===== src/rtl/priority_task_table_top_assert.svh =====
// ----------------------------------------------------------------------------
// Priority task table assertion macros
// Concurrent check macros, clocked on clk and held off during reset.
// ----------------------------------------------------------------------------
`ifndef PRIORITY_TASK_TABLE_TOP_ASSERT_SVH
`define PRIORITY_TASK_TABLE_TOP_ASSERT_SVH

`ifndef SYNTHESIS
// Same-cycle implication.
`define PTT_ASSERT_IMPL(lbl, ante, cons) \
	lbl: assert property (@(posedge clk) disable iff (!arst_n) (ante) |-> (cons)) \
	else $error("priority_task_table_top: same-cycle check failed");
// Next-cycle implication.
`define PTT_ASSERT_NEXT(lbl, ante, cons) \
	lbl: assert property (@(posedge clk) disable iff (!arst_n) (ante) |=> (cons)) \
	else $error("priority_task_table_top: next-cycle check failed");
`else
`define PTT_ASSERT_IMPL(lbl, ante, cons)
`define PTT_ASSERT_NEXT(lbl, ante, cons)
`endif

`endif


===== src/rtl/ptt_pkg.sv =====
// ----------------------------------------------------------------------------
// Priority task table package
// Sizes, codes and shared types of the priority task table.
// ----------------------------------------------------------------------------
`default_nettype none

package ptt_pkg;

	localparam int CAPACITY  = 16;
	localparam int TAG_BITS  = 16;
	localparam int PRIO_BITS = 16;
	localparam int IDX_BITS  = (CAPACITY > 1) ? $clog2(CAPACITY) : 1;

	typedef enum logic {
		FUNC_INSERT = 1'b0,
		FUNC_REMOVE = 1'b1
	} func_t;

	typedef enum logic [1:0] {
		ST_DONE    = 2'd0,
		ST_DUP     = 2'd1,
		ST_MISSING = 2'd2,
		ST_FULL    = 2'd3
	} status_t;

	typedef enum logic [1:0] {
		S_IDLE = 2'd0,
		S_SCAN = 2'd1,
		S_FIN  = 2'd2
	} state_t;

	// compare unit result
	typedef struct packed {
		logic eq;   // candidate equals key
		logic lt;   // candidate below current best (signed)
	} cmp_res_t;

endpackage

`default_nettype wire


===== src/rtl/ptt_cmp_unit.sv =====
// ----------------------------------------------------------------------------
// Priority task table compare unit
// Shared signed compare: match against the key, order against the best.
// ----------------------------------------------------------------------------
`default_nettype none

module ptt_cmp_unit
	import ptt_pkg::*;
(
	input  wire logic signed [PRIO_BITS-1:0] cand_prio,
	input  wire logic signed [PRIO_BITS-1:0] key_prio,
	input  wire logic signed [PRIO_BITS-1:0] best_prio,
	output cmp_res_t                         res
);

	always_comb begin
		res.eq = (cand_prio == key_prio);
		res.lt = (cand_prio < best_prio);
	end

endmodule

`default_nettype wire


===== src/rtl/priority_task_table_top.sv =====
// ----------------------------------------------------------------------------
// Priority task table
// Bounded table of uniquely prioritized tasks with a lowest-priority readout.
// ----------------------------------------------------------------------------
//
//   Channel  Handshake             Payload
//   -------  --------------------  --------------------------------------------
//   in       in_valid / in_stall   func, priority_req, task_tag
//   out      out_valid / out_stall status, table_empty, lowest_priority,
//                                  lowest_tag
//
// Each request runs a scan through the single compare unit (one table entry
// per cycle) and then a finish state that applies the update and loads the
// result register. A new request is taken in the finish state, so the scan
// of the next request follows straight on from the finish of the last one.
// A stalled result holds the finish cycle until the result register frees up.
// Reset clears the valid bits, the sequencer and the result valid; priority
// and tag storage is never read before it is written.
//
// The scan tracks the key match, the first free slot and the minimum over the
// valid entries. On remove the matching entry is left out of the minimum; on
// a successful insert the new key is folded in during the finish cycle.
// ----------------------------------------------------------------------------
`default_nettype none

`include "priority_task_table_top_assert.svh"

module priority_task_table_top
	import ptt_pkg::*;
(
	input  wire logic                        clk,
	input  wire logic                        arst_n,
	// request channel
	input  wire logic                        in_valid,
	output logic                             in_stall,
	input  wire logic                        func,
	input  wire logic signed [PRIO_BITS-1:0] priority_req,
	input  wire logic        [TAG_BITS-1:0]  task_tag,
	// result channel
	output logic                             out_valid,
	input  wire logic                        out_stall,
	output logic             [1:0]           status,
	output logic                             table_empty,
	output logic signed      [PRIO_BITS-1:0] lowest_priority,
	output logic             [TAG_BITS-1:0]  lowest_tag
);

	localparam logic [IDX_BITS-1:0] LAST_IDX = IDX_BITS'(CAPACITY - 1);

	// table storage
	logic        [CAPACITY-1:0]  valid_q;
	logic signed [PRIO_BITS-1:0] prio_mem [CAPACITY];
	logic        [TAG_BITS-1:0]  tag_mem  [CAPACITY];

	// sequencer
	state_t              state_q, state_d;
	logic [IDX_BITS-1:0] idx_q;

	// captured request
	func_t                       func_q;
	logic signed [PRIO_BITS-1:0] prio_q;
	logic        [TAG_BITS-1:0]  tag_q;

	// scan results
	logic                        hit_q;
	logic        [IDX_BITS-1:0]  hit_idx_q;
	logic                        free_found_q;
	logic        [IDX_BITS-1:0]  free_idx_q;
	logic                        best_found_q;
	logic signed [PRIO_BITS-1:0] best_prio_q;
	logic        [TAG_BITS-1:0]  best_tag_q;

	// result register
	logic                        out_valid_q;
	status_t                     status_q;
	logic                        empty_q;
	logic signed [PRIO_BITS-1:0] low_prio_q;
	logic        [TAG_BITS-1:0]  low_tag_q;

	// shared compare unit
	logic signed [PRIO_BITS-1:0] cand_prio;
	logic signed [PRIO_BITS-1:0] cur_prio;
	logic        [TAG_BITS-1:0]  cur_tag;
	logic                        cur_valid;
	cmp_res_t                    cmp;

	logic    fin_go;
	logic    accept;
	logic    scan_take;
	logic    fin_wr;
	logic    fin_clr;
	status_t fin_status;
	logic    fin_found;
	logic signed [PRIO_BITS-1:0] fin_prio;
	logic        [TAG_BITS-1:0]  fin_tag;

	assign cur_prio  = prio_mem[idx_q];
	assign cur_tag   = tag_mem[idx_q];
	assign cur_valid = valid_q[idx_q];

	// scan compares the current entry; finish compares the new key
	assign cand_prio = (state_q == S_FIN) ? prio_q : cur_prio;

	ptt_cmp_unit u_cmp (
		.cand_prio (cand_prio),
		.key_prio  (prio_q),
		.best_prio (best_prio_q),
		.res       (cmp)
	);

	// removed entry stays out of the minimum
	assign scan_take = cur_valid && !((func_q == FUNC_REMOVE) && cmp.eq)
		&& (!best_found_q || cmp.lt);

	always_comb begin
		fin_go   = (state_q == S_FIN) && (!out_valid_q || !out_stall);
		in_stall = !((state_q == S_IDLE) || fin_go);
		accept   = in_valid && !in_stall;
		state_d  = state_q;
		case (state_q)
			S_IDLE: begin
				if (accept) state_d = S_SCAN;
			end
			S_SCAN: begin
				if (idx_q == LAST_IDX) state_d = S_FIN;
			end
			S_FIN: begin
				if (accept) state_d = S_SCAN;
				else if (fin_go) state_d = S_IDLE;
			end
			default: state_d = S_IDLE;
		endcase
	end

	// finish: status, table update and final minimum
	always_comb begin
		fin_wr     = 1'b0;
		fin_clr    = 1'b0;
		fin_status = ST_DONE;
		fin_found  = best_found_q;
		fin_prio   = best_prio_q;
		fin_tag    = best_tag_q;
		if (func_q == FUNC_INSERT) begin
			if (hit_q) begin
				fin_status = ST_DUP;
			end else if (!free_found_q) begin
				fin_status = ST_FULL;
			end else begin
				fin_wr = 1'b1;
				if (!best_found_q || cmp.lt) begin
					fin_found = 1'b1;
					fin_prio  = prio_q;
					fin_tag   = tag_q;
				end
			end
		end else begin
			if (hit_q) fin_clr = 1'b1;
			else fin_status = ST_MISSING;
		end
	end

	always_ff @(posedge clk or negedge arst_n) begin
		if (!arst_n) begin
			state_q <= S_IDLE;
		end else begin
			state_q <= state_d;
		end
	end

	// sequencer index and scan flags
	always_ff @(posedge clk or negedge arst_n) begin
		if (!arst_n) begin
			idx_q        <= '0;
			hit_q        <= 1'b0;
			free_found_q <= 1'b0;
			best_found_q <= 1'b0;
		end else if (accept) begin
			idx_q        <= '0;
			hit_q        <= 1'b0;
			free_found_q <= 1'b0;
			best_found_q <= 1'b0;
		end else if (state_q == S_SCAN) begin
			idx_q <= idx_q + 1'b1;
			if (cur_valid && cmp.eq) hit_q <= 1'b1;
			if (!cur_valid && !free_found_q) free_found_q <= 1'b1;
			if (scan_take) best_found_q <= 1'b1;
		end
	end

	// scan payload
	always_ff @(posedge clk) begin
		if (accept) begin
			func_q <= func_t'(func);
			prio_q <= priority_req;
			tag_q  <= task_tag;
		end
		if (state_q == S_SCAN) begin
			if (cur_valid && cmp.eq) hit_idx_q <= idx_q;
			if (!cur_valid && !free_found_q) free_idx_q <= idx_q;
			if (scan_take) begin
				best_prio_q <= cur_prio;
				best_tag_q  <= cur_tag;
			end
		end
	end

	// valid bits
	always_ff @(posedge clk or negedge arst_n) begin
		if (!arst_n) begin
			valid_q <= '0;
		end else if (fin_go) begin
			if (fin_wr) valid_q[free_idx_q] <= 1'b1;
			if (fin_clr) valid_q[hit_idx_q] <= 1'b0;
		end
	end

	// entry storage
	always_ff @(posedge clk) begin
		if (fin_go && fin_wr) begin
			prio_mem[free_idx_q] <= prio_q;
			tag_mem[free_idx_q]  <= tag_q;
		end
	end

	// result register
	always_ff @(posedge clk or negedge arst_n) begin
		if (!arst_n) begin
			out_valid_q <= 1'b0;
		end else if (fin_go) begin
			out_valid_q <= 1'b1;
		end else if (!out_stall) begin
			out_valid_q <= 1'b0;
		end
	end

	always_ff @(posedge clk) begin
		if (fin_go) begin
			status_q   <= fin_status;
			empty_q    <= !fin_found;
			low_prio_q <= fin_found ? fin_prio : '0;
			low_tag_q  <= fin_found ? fin_tag : '0;
		end
	end

	assign out_valid       = out_valid_q;
	assign status          = status_q;
	assign table_empty     = empty_q;
	assign lowest_priority = low_prio_q;
	assign lowest_tag      = low_tag_q;

	// checks
	`PTT_ASSERT_NEXT(a_fin_result, fin_go, out_valid)
	`PTT_ASSERT_NEXT(a_accept_scan, accept, (state_q == S_SCAN) && (idx_q == '0))
	`PTT_ASSERT_IMPL(a_empty_zero, out_valid && table_empty,
		(lowest_priority == '0) && (lowest_tag == '0))
	`PTT_ASSERT_IMPL(a_full_not_empty, out_valid && (status == ST_FULL), !table_empty)

endmodule

`default_nettype wire

===== config.mk =====
export PLATFORM = sky130hd
export DESIGN_NAME = priority_task_table_top
export DESIGN_NICKNAME = d
export VERILOG_FILES = /design/src/rtl/ptt_pkg.sv /design/src/rtl/ptt_cmp_unit.sv /design/src/rtl/priority_task_table_top.sv
export VERILOG_INCLUDE_DIRS = /design/src /design/src/rtl
export SDC_FILE = /design/constraint.sdc
export NUM_CORES = 1
export LEC_CHECK = 0
export ABC_AREA = 1
export BUFFER_PORTS_ARGS = -buffer_cell sky130_fd_sc_hd__buf_4
export CORE_MARGIN = 4
export CORE_UTILIZATION = 45
export DETAILED_ROUTE_END_ITERATION = 16
export GPL_ROUTABILITY_DRIVEN = 0
export PLACE_DENSITY_LB_ADDON = 0.08
export SYNTH_ARGS = -nofsm -noshare
export SYNTH_HDL_FRONTEND = slang
export SYNTH_SLANG_ARGS = --single-unit

===== constraint.sdc =====
create_clock -name clk -period 4.5 [get_ports clk]
set_input_delay 0.9 -clock clk [delete_from_list [all_inputs] [get_ports clk]]
set_output_delay 0.9 -clock clk [all_outputs]
set_load 0.03 [all_outputs]

# == Word-level counts from Yosys, hierarchy flattened ==
# Memories as Yosys holds them, arrays and structs flattened. A register that Yosys moved wholly into a read port is not among the register bits.
# Cells that the tools add are included.
# op_classes
addsub,1
magnitude_cmp,6
eq_ne,8
muxes,51
bitwise,3
reduce_logical,33
# op_table
cell,n
$mux W16,12
$mux W1,25
$and A16 B16 Y16,1
$eq A16 B16 Y1,1
$lt A16 B16 Y1,1
$mux W2,8
$not A16 Y16,1
$or A16 B16 Y16,1
$lt A4 B5 Y1 const B,3
$reduce_and A2 Y1,6
$logic_and A1 B1 Y1,10
$demux W1 S4,2
$ge A4 B1 Y1 const B,2
$logic_not A1 Y1,8
$mux W4,2
$reduce_bool A2 Y1,4
$pmux W2 S3,1
$add A4 B1 Y4 const B,1
$bmux W1 S4,1
$eq A4 B4 Y1 const B,1
$ne A2 B2 Y1 const B,2
$logic_or A1 B1 Y1,3
$ne A3 B3 Y1 const B,1
$reduce_and A3 Y1,1
4 further kinds,4
# word_totals
register_bits,118
ram_bits,512
input_bits,37
output_inout_bits,37
word_cells,121
n_memories,2
# memory_table
name,depth,word_bits,rd,rd_clocked_by_memory_dff,write_ports,line_no,rtl
prio_mem,16,16,1,0,1,priority_task_table_top.sv:52,logic signed [PRIO_BITS-1:0] prio_mem [CAPACITY];
tag_mem,16,16,1,1,1,priority_task_table_top.sv:53,logic [TAG_BITS-1:0] tag_mem [CAPACITY];

# == Longest topological paths before layout ==
# Gate-level depths: netlist of run 1.
# logic_depth
ltp_word,10
mapped_depth,26
depth_no_buf,23

# == Cells and area by module ==
# From an unflattened synthesis of run 1, not the netlist that was laid out.
# hier_totals
cells_unflattened,2028
hier_area_um2,26041.2
# modules_own_cells
module,n_inst,cells_per_inst,area_each_um2,seq_area_each_um2
priority_task_table_top,1,1922,25409.4,19268.5
ptt_cmp_unit,1,106,631.9,0.0

# == Least setup slack after synthesis of run 1 ==
# No wires, ideal clock.
# synth_timing
path_type,register -> register
start,register idx_q[0]
end,register best_prio_q[0] (enable)
setup_time_ns,0.392
t_arrival_ns,3.353
required_ns,4.108
setup_slack_ns,0.754
stages_incl_launch_ff,20
path_buffers,3
synth_period_minus_slack_ns,3.746
path_cell_list,dfrtp_1 > buf_6 > buf_6 > buf_6 > nor2_1 > nor2_1 > o21ai_1 > o211ai_1 > nand3_1 > nand3_2 > nor2_1 > a21oi_1 > ha_1 > a21oi_1 > nor2_1 > a211oi_1 > o221a_2 > nand3_2 > nand3_4 > and3_1
# synth_between
elab_chain_cells,8
elab_cells_between_ends,12
classes_between,order compare: 1; eq/ne: 1; mux: 3; reduce/logical: 6; memory: 1
# synth_rtl
element,line_no,rtl
"start, declared",priority_task_table_top.sv:57,logic [IDX_BITS-1:0] idx_q;
"start signal, assigned",priority_task_table_top.sv:183,idx_q <= idx_q + 1'b1;
$mem_v2 Z16 W16 *,-,
named net cur_prio[9],priority_task_table_top.sv:82,logic signed [PRIO_BITS-1:0] cur_prio;
$mux W16 *,priority_task_table_top.sv:102,assign cand_prio = (state_q == S_FIN) ? prio_q : cur_prio;
branches (longest 4 deep; another with $lt A16 B16 Y1),-,
$logic_and A1 B1 Y1 *,priority_task_table_top.sv:113,&& (!best_found_q || cmp.lt);
$reduce_and A2 Y1 (no source line) *,-,
"end signal, assigned",priority_task_table_top.sv:201,best_prio_q <= cur_prio;
"end, declared",priority_task_table_top.sv:70,logic signed [PRIO_BITS-1:0] best_prio_q;
# Mark *: on every way through the listed nets, which the timed path passes. The select of a mux whose other input is x is not followed.
# A chain may end at the register's enable or synchronous reset.

# == Worst setup path in the final report of run 1 ==
# layout_timing
start,register idx_q[0]
end,register best_tag_q[10] (read register of tag_mem) (enable)
# layout_between
elab_chain_cells,8
elab_cells_between_ends,12
classes_between,order compare: 1; eq/ne: 1; mux: 3; reduce/logical: 6; memory: 1
# layout_rtl
element,line_no,rtl
branches (longest 8 deep; another with $mem_v2 Z16 W16),-,
"end, declared",priority_task_table_top.sv:71,logic [TAG_BITS-1:0] best_tag_q;
# Parallel ways; which one is timed is not known. The select of a mux whose other input is x is not followed.

==> results of run 1 <==
==> kinds of logic (layout without fill, tap and decap cells) <==
family	Yosys count	after routing	share of synthesized area, %
buffers and inverters	224	373	3.99
AND/OR/NAND/NOR	723	723	11.4
multiplexers	1	1	0.0383
XOR/XNOR	1	1	0.0335
adder cells (fa/ha/maj)	16	16	0.766
flip-flops	646	646	73.8
AO/OA/AOI/OAI	445	445	9.95
==> per-layer routing <==
metal	wire length [um]	part of all wire, %
met1	31800	44
met2	34600	48
met3	3760	5.2
met4	2000	2.8
met5	0	0
==> where the power goes <==
part           internal (mW)  switching [mW]  total [mW]
Clock                   2.94            2.22        5.16
Sequential              7.33           0.369        7.70
Combinational           1.68            3.85        5.53
Total                   12.0            6.44        18.4
==> flip-flops by register name, indices dropped and copies added, names as in the netlist, 2 cells and up <==
| name | count |
|---|---|
| best_tag_q | 16 |
| status | 2 |
| prio_q | 16 |
| tag_q | 16 |
| state_q | 2 |
| free_idx_q | 4 |
| lowest_priority | 16 |
| prio_mem | 256 |
| valid_q | 16 |
| best_prio_q | 16 |
| lowest_tag | 16 |
| idx_q | 4 |
| hit_idx_q | 4 |
| tag_mem | 256 |
==> synth_stat cells (2+ instances only) <==
master	n	area [um2]
o21bai_2	2	22.5
nand2_2	5	31.3
a21oi_1	28	140
o22ai_1	75	469
inv_2	5	18.8
o221ai_1	28	245
buf_4	10	75.1
dfrtp_1	26	651
buf_6	13	146
nor3_1	4	20.0
ha_1	16	200
edfxtp_1	620	18600
inv_1	99	372
buf_2	25	125
buf_1	6	22.5
nand3_2	11	110
a211oi_1	2	15.0
nor2_1	370	1390
o211ai_1	33	248
o21ai_1	47	235
nand2_1	213	800
nand3_1	105	526
buf_8	3	45.0
a2bb2oi_1	14	123
nand4_1	7	43.8
o21ai_0	212	1060
clkbuf_1	62	233
==> cell type report <==
class | instances | area [um2] | share of cell area (%)
flip-flops and latches | 646 | 19300 | 64.6
multi-input cells | 1186 | 5950 | 19.9
repair buffers | 154 | 1280 | 4.29
clock buffers | 88 | 1820 | 6.09
clock inverters | 26 | 169 | 0.566
inverters | 105 | 399 | 1.34
well taps | 765 | 957 | 3.21
==> path summary, 6_finish.rpt <==
path	end	slack, ps
min	out_valid	230
min in group clk	tag_q[12]	480
max	best_tag_q[10]	570
max in group asynchronous	idx_q[1]	3940
min reg2reg	out_valid	500
max reg2reg	best_tag_q[10]	570
==> per-stage QoR <==
| stage | total power, mW | cell area [um2] | std cells |
|---|---|---|---|
| final | 18.4 | 29900 | 2970 |
| after global routing | 19.4 | 29900 | 2970 |
| after CTS | 18.5 | 29900 | 2970 |
| after detailed placement | 13.3 | 27900 | 2856 |
| after global placement | 13.3 | 27900 | 2856 |
| after floorplan | 11.5 | 26100 | 2056 |
==> cells in the final DEF (no fill, tap or decap), types with 2 or more instances in the layout <==
master / instances
edfxtp_1: 620
nor2_1: 352
nand2_1: 213
o21ai_0: 212
buf_4: 144
nand3_1: 105
inv_1: 98
o22ai_1: 75
clkbuf_16: 69
o21ai_1: 47
o211ai_1: 33
a21oi_1: 28
o221ai_1: 28
dfrtp_1: 23
nor2_4: 18
clkinv_1: 18
clkbuf_1: 17
ha_1: 16
a2bb2oi_1: 14
nand3_2: 11
buf_12: 10
nand4_1: 7
inv_2: 5
nand2_2: 5
nor3_1: 4
clkinv_2: 4
inv_6: 3
o21bai_2: 2
a211oi_1: 2
clkbuf_8: 2
bufinv_16: 2
dfrtp_4: 2
==> run metrics, run 1 <==
status=finished clean; H-tree depth=3; syn nets=2109; library cells used by synthesis=42; Synth Warn #=0; FP Rows=about 90; GR Layer Usage met3=3.49%; clock sinks=approximately 650; number of synthesized flops with an enable pin=between 600 and 700; Worst path slowest cell=dfrtp_4; gr busiest metal=met2; final WL=slightly above 70000 um; I/O Pins=74; clk buf depth=3; Vias/cell=roughly 5.6; CTS Buf Count=between 60 and 70; Slew HR=just under 30%; CP Launch Point=idx_q[0]; slowest stage delay, CP=between 600 and 700 ps; Synth Cell Area=26100 um2; Worst-path clk slew=around 60 ps; WL per Instance=24.3 um; Syn-to-layout area delta=14.3%; total negative slack=0 ps; worst setup path category=reg2reg; number of diodes=0; Setup crit end kind=flop; Mapped Cells=2056; Tmin final=3930 ps; share of cells above drive strength 1=between 10 and 15%; GRT Overall Usage=roughly 23%; PD cells=616 nW/um2; max cap viols=0; gr ovfl total=0; Setup crit start kind=flop; Data required, critical path=about 4800 ps; syn_area_per_cell=around 13 um2; CTS resizes=0; CTS tree=done; R2R cell count=16; period utilization=87.4%; Max rail drop VDD=between 300 and 400 uV; largest net degree at the start of global routing=between 100 and 150; Slew Limit Fails=0; Final Net Count=2214; DP HPWL=~42000 um; FFs w/ async S/R, synth=4.02%; Die Span X=approximately 250 um; Post-CTS Setup Inserts=0; Static Leakage=about 11 nW; final hold vios=0; Post-CTS Hold Buffers=0; met1 Use GR=~32%; initial cell density of the core=~45%; number of global-route vias before repair=around 16000; first-pass GRT wire length=~110000 um; initial antenna violation count=0; buffers and inverters on the worst path=3; Crit Reg-Reg Startpoint=idx_q[0]; unrepaired setup endpoints after global routing=false; Worst Path Arrival=around 4200 ps; I/O Buffers=73; drt drc=0; DRT Pass-1 Iters=7; core area=~58000 um2; post-synthesis sequential area ratio=between 70% and 80%; pre-CTS setup slack=between 600 and 700 ps; hold crit path type=in2async; CTS Root Cell=clkbuf_16; GRT met2 Usage=between 30% and 40%; layout filler cell count=about 5000; final setup vio count=0; worst-path cell chain=inv_6, buf_4, nor2_1, o211ai_1, nand3_1, nand4_1, o21a_1, ha_1, nand2_1, nor2_1, a211oi_1, o221a_2, nand3_2, nand3_4, and3_2, buf_4; die area=just over 60000 um2; Synth Flop Type=edfxtp_1; Worst-Skew Late Latency=600 ps; Fin Hold WS=235 ps; number of synthesized register bits=646; via count=16700; delay-heaviest family, CP=buffers and inverters; Worst-Margin Slew=~1100 ps; Worst Skew=roughly 22 ps; 1st-iter DRT viols=between 1000 and 1500; WP depth=16; FMAX=around 250 MHz; post-route setup slack=between 500 and 600 ps; ANT nets after route=0; Die Ht=249 um; final core area utilization=51.8%; CP Max Fanout=37
Note: power is estimated with default switching activity, not from simulation.
==> run 2, diff against run 1 <==
MAX_ROUTING_LAYER = met4   (was unset)
==> run 2 against run 1 <==
Effect of this change:
- combinational power hardly changed
- sequential share of layout area is the same
- die area did not move
- core utilization unchanged
- sequential power hardly changed
- routed wire length fell by 0.26%
- non-clock buffer count is the same
- largest power group unchanged
- clock skew rose by 3.3 ps
- clock power is essentially flat
- setup slack worse by 34 ps
- hold slack improved by 3.3 ps
- first-iteration DRC count up 1.7%
==> run metrics, run 2 (same netlist as run 1, synthesis figures left out) <==
Worst-path clk slew=60 ps (about the same); initial antenna violation count=0 (unchanged); Die Span X=249 um (unchanged); H-tree depth=3 (unchanged); DP HPWL=41800 um (unchanged); Worst Path Arrival=4230 ps (+30 ps); buffers and inverters on the worst path=3 (unchanged); total negative slack=0 ps (unchanged); slowest stage delay, CP=620 ps (about the same); Setup crit end kind=flop; status=finished clean; cell count after placement=2856 (unchanged); number of global-route vias before repair=16300 (-0.12%); Data required, critical path=4760 ps (about the same); clk buf depth=3 (unchanged); CTS resizes=0 (unchanged); clock sinks=646 (unchanged); I/O Buffers=73 (unchanged); number of diodes=0 (unchanged); most common cell after layout, fill and taps aside=edfxtp_1; Seq pwr share=41.9% (about the same); GRT Overall Usage=23.6% (+0.70 points); Syn-to-layout area delta=14.3% (unchanged); met3 WL=3970 um (+5.6%); period utilization=88.1% (+0.75 points); Die Ht=249 um (unchanged); Worst path slowest cell=dfrtp_4; pre-CTS setup slack=620 ps (unchanged); final setup vio count=0 (unchanged); Setup crit start kind=flop; via count=16700 (-0.036%); Top Registers=prio_mem x256, tag_mem x256; Post-CTS Setup Inserts=0 (unchanged); PD cells=616 nW/um2 (about the same); CTS tree=done; P_sw=6.42 mW (-0.27%); Max rail drop VDD=393 uV (-0.67%); met1 WL=31400 um (-1.3%); Tmin final=3970 ps (+33.7 ps); initial cell density of the core=45.4% (unchanged); Final Net Count=2214 (unchanged); Post-CTS Hold Buffers=0 (unchanged); metal2 WL=34600 um (about the same); core area=57600 um2 (unchanged); Vias/cell=5.63 (about the same); Fin Hold WS=238 ps (+3.32 ps); final WL=72000 um (-0.26%); Comb pwr share=30.0% (about the same); post-route design area=29900 um2 (unchanged); FP Rows=88 (unchanged); Worst-Margin Slew=1080 ps (+7.54 ps); final hold vios=0 (unchanged); delay-heaviest family, CP=buffers and inverters; Worst-Skew Late Latency=600 ps (about the same); I/O Pins=74 (unchanged); uppermost layer routed=met4; ANT nets after route=0 (unchanged); post-route setup slack=533 ps (-33.7 ps); commonest non-fill, non-tap cells in the layout=edfxtp_1 (620), nor2_1 (352), nand2_1 (213), o21ai_0 (212), buf_4 (144); Cell Int Power=12.0 mW (about the same); max cap viols=0 (unchanged); share of cells above drive strength 1=13.0% (unchanged); Worst Skew=25.8 ps (+3.32 ps); Power Total=18.4 mW (about the same); CTS Buf Count=68 (unchanged); first-pass GRT wire length=107000 um (about the same); worst-path cell chain=inv_6, buf_4, nor2_1, o211ai_1, nand3_1, nand4_1, o21a_1, ha_1, nand2_1, nor2_1, a211oi_1, o221a_2, nand3_2, nand3_4, and3_2, buf_4; DRT Pass-1 Iters=5 (-2); Static Leakage=10.5 nW (unchanged); 1st-iter DRT viols=1350 (+1.7%); Non-Filler Instances=2970 (unchanged); CP Max Fanout=37 (unchanged); gr ovfl total=0 (unchanged); largest net degree at the start of global routing=125 (unchanged); WL per Instance=24.2 um (-0.26%); Slew HR=28.3% (-0.50 points); hold crit path type=in2async; switching share of total power=34.9% (-0.060 points); Clk network pwr share=28.1% (about the same); FMAX=252 MHz (-0.85%); die area=62000 um2 (unchanged); dpl cell area=27900 um2 (unchanged); CTS Root Cell=clkbuf_16; unrepaired setup endpoints after global routing=false; drt drc=0 (unchanged); worst setup path category=reg2reg; Slew Limit Fails=0 (unchanged); final core area utilization=51.8% (unchanged)
run 2: metal layers:
layer / GRT usage [%] / vias up
met5: - / -
met4: 6.92 / 0
met3: 3.47 / 124
met2: 37.3 / 536
met1: 32.2 / 8393
li1: - / 7664
run 2: power groups by stage:
stage | clock, mW | sequential [mW] | combinational, mW
2_1_floorplan | 0 | 7.83 | 3.69
3_3_place_gp | 0 | 7.82 | 5.48
5_1_grt | 5.52 | 7.75 | 6.13
4_1_cts | 5.28 | 7.71 | 5.55
6_report | 5.16 | 7.70 | 5.52
3_5_place_dp | 0 | 7.83 | 5.52
run 2: final cells by class:
class,instances,area [um2]
timing repair buffer,154,1280
clock inverter,26,169
fill,4959,27700
inverter,105,399
clock buffer,88,1820
tap,765,957
multi-input combinational,1186,5950
sequential,646,19300
run 2: final timing paths:
path	slack, ps	cells past startpoint	end	from
worst min register to register	500	2	out_valid	out_valid
max in group asynchronous	3930	1	idx_q[1]	arst_n
min in group clk	480	1	tag_q[12]	task_tag[12]
worst max register to register	530	16	best_tag_q[10]	idx_q[0]
worst min-delay path	240	1	out_valid	arst_n
worst max-delay path	530	16	best_tag_q[10]	idx_q[0]
run 2: worst reg2reg max path, stage by stage, from the launching register on:
cell	delay, ps
dfrtp_4	620
inv_6	290
buf_4	370
nor2_1	90
o211ai_1	170
nand3_1	110
nand4_1	150
o21a_1	160
ha_1	230
nand2_1	90
nor2_1	50
a211oi_1	260
o221a_2	270
nand3_2	100
nand3_4	130
and3_2	220
buf_4	290
==> run 3, diff against run 2 <==
CORE_UTILIZATION = 43   (was 45)
RECOVER_POWER = 50   (was unset)
==> run 3 against run 2 <==
Effect of this change:
- the run now ends with max-capacitance violations, max-slew violations left
- largest power group unchanged
- core utilization is 2.2 points lower
- flip-flop and latch count stayed put
- non-clock buffer count is 13 lower
- clock power is 8.1% higher
- die area is 4.5% higher
- critical path depth is 3 higher
- clock-buffer cell count stayed put
- hold slack better by 250 ps
- largest cell class unchanged
- first-iteration DRC count is 15% higher
- register-to-register slack worse by 90 ps
- via count is 0.60% lower
- power is 2.3% higher
==> run metrics, run 3 (same netlist as run 1, synthesis figures left out) <==
status=finished, violations left; failing checks=max-capacitance violations, max-slew violations; GRT Overall Usage=23.8% (+0.21 points); I/O Buffers=73 (unchanged); commonest non-fill, non-tap cells in the layout=edfxtp_1 (620), nor2_1 (354), o21ai_0 (214), nand2_1 (214), nand3_1 (109); register-to-register setup slack=450 ps (-90 ps); crit-path most repeated cell=nand2_1; PD cells=629 nW/um2 (+2.2%); DRT Pass-1 Iters=5 (unchanged); worst setup path category=reg2reg; final core area utilization=49.6% (-2.2 points); Top Registers=prio_mem x256, tag_mem x256; FP Rows=90 (+2.3%); slowest stage delay, CP=900 ps (+280 ps); buffers and inverters on the worst path=4 (+1); Setup crit start kind=flop; Die Ht=254 um (+2.2%); Worst-Margin Slew=2930 ps (+1860 ps); Slew Limit Fails=97 (+97); Post-CTS Hold Buffers=0 (unchanged); switching share of total power=34.9% (-0.045 points); FMAX=247 MHz (-2.1%); CTS tree=done; Data required, critical path=4770 ps (about the same); most common cell after layout, fill and taps aside=edfxtp_1; Syn-to-layout area delta=14.4%; CTS Root Cell=clkbuf_16; Hold Path End=tag_q[14]; DP HPWL=41200 um (-1.4%); drt drc=0 (unchanged); Static Leakage=10.4 nW (-0.69%); share of cells above drive strength 1=11.4% (-1.5 points); post-route setup slack=448 ps (-85.6 ps); WL per Instance=25.0 um (+3.2%); Post-CTS Setup Inserts=0 (unchanged); Worst path slowest cell=clkbuf_1; period utilization=90.0% (+1.9 points); final setup vio count=0 (unchanged); I/O Pins=74 (unchanged); max cap viols=3 (+3); Vias/cell=5.57 (-1.0%); Cell Int Power=12.2 mW (+2.4%); hold depth=1; delay-heaviest family, CP=buffers and inverters; CP Max Fanout=16 (-57%); total negative slack=0 ps (unchanged); initial cell density of the core=43.4% (-2.0 points); CTS resizes=0 (unchanged); gr ovfl total=0 (unchanged); unrepaired setup endpoints after global routing=false; number of diodes=0 (unchanged); die area=64700 um2 (+4.5%); via count=16600 (-0.60%); P_sw=6.56 mW (+2.2%); Seq pwr share=40.9% (-1.0 points); Worst-Skew Late Latency=610 ps (about the same); Tmin final=4050 ps (+85.6 ps); Setup crit end kind=flop; CTS Buf Count=70 (+2.9%); initial antenna violation count=0 (unchanged); Final Net Count=2203 (-0.50%); Worst Path Arrival=4320 ps (+90 ps); clk buf depth=3 (unchanged); Hold Crit Start=task_tag[14]; Worst-path clk slew=60 ps (about the same); H-tree depth=3 (unchanged); Slew HR=-95.4% (-120 points); ANT nets after route=0 (unchanged); Clk network pwr share=29.7% (+1.6 points); first-pass GRT wire length=110000 um (+2.4%); Worst Skew=21.6 ps (-4.24 ps); clock sinks=646 (unchanged); Comb pwr share=29.5% (-0.5 points); pre-CTS setup slack=599 ps (-21.1 ps); Crit Reg-Reg Startpoint=idx_q[2]; r2r endpoint=best_tag_q[3]; largest net degree at the start of global routing=117 (-6.4%); number of global-route vias before repair=16500 (+0.94%); R2R cell count=19 (+3); worst-path cell chain=inv_1, buf_4, clkbuf_1, nand3_1, nand3_1, nand2_2, nand2_2, nand3_2, nand2_1, nand2_1, nand2_1, nand2_1, nand2_1, nand2_1, nand2_2, nand3_2, nand3_4, and3_2, buf_4; Max rail drop VDD=329 uV (-16%); 1st-iter DRT viols=1549 (+15%); hold crit path type=in2reg; core area=60200 um2 (+4.6%); final hold vios=0 (unchanged); layout filler cell count=5273 (+6.3%); Die Span X=254 um (+2.2%); final WL=74600 um (+3.7%)
[run 3: through the flow]
| stage | power [mW] | area [um2] | hold WS, ps | instances |
|---|---|---|---|---|
| final | 18.8 | 29900 | 488 | 2983 |
| after global routing | 19.9 | 29900 | 464 | 2983 |
| after CTS | 19.0 | 30000 | 205 | 2983 |
| after detailed placement | 13.4 | 27800 | 489 | 2860 |
| after global placement | 13.4 | 27800 | 491 | 2860 |
| after floorplan | 11.5 | 26100 | 437 | 2056 |
[run 3: final cells by class]
class / instances / area (um2) / share of cell area (%)
Clock buffer: 88 / 1890 / 6.33
Clock inverter: 35 / 318 / 1.06
Inverter: 105 / 400 / 1.34
Multi-Input combinational cell: 1186 / 5910 / 19.8
Sequential cell: 646 / 19300 / 64.5
Tap cell: 782 / 978 / 3.27
Timing Repair Buffer: 141 / 1120 / 3.73
[run 3: power by group through the flow]
| stage | clock network (mW) | logic, mW | registers [mW] |
|---|---|---|---|
| floorplan | 0 | 3.69 | 7.83 |
| global placement | 0 | 5.61 | 7.80 |
| detailed placement | 0 | 5.64 | 7.80 |
| CTS | 5.71 | 5.65 | 7.68 |
| global route | 5.97 | 6.17 | 7.73 |
| finish | 5.58 | 5.54 | 7.68 |
[run 3: per-layer routing]
layer  GRT usage [%]  share of wire, %  vias up
met4            6.43               2.6        0
met2            39.2                49      508
met1            31.5                43     8344
met5               -                 0        -
met3            3.28               5.0      125
li1                -                 -     7639
[run 3: worst max path at each step]
stage                         from        endpoint  slack (ps)  cells after the start
after floorplan           idx_q[0]  best_prio_q[0]         750                     19
after detailed placement  idx_q[0]  best_tag_q[13]         600                     17
after global routing      idx_q[0]  best_tag_q[10]         290                     20
after global placement    idx_q[0]  best_tag_q[13]         660                     17
final                     idx_q[2]   best_tag_q[3]         450                     19
after CTS                 idx_q[0]  best_tag_q[10]         570                     17
[run 3: worst register-to-register path: stages, from the launching register on]
cell and delay [ps]:
dfrtp_2 600, inv_1 150, buf_4 190, clkbuf_1 900, nand3_1 210, nand3_1 170, nand2_2 100, nand2_2 80
nand3_2 90, nand2_1 70, nand2_1 80, nand2_1 70, nand2_1 50, nand2_1 60, nand2_1 70, nand2_2 80
nand3_2 80, nand3_4 120, and3_2 220, buf_4 320
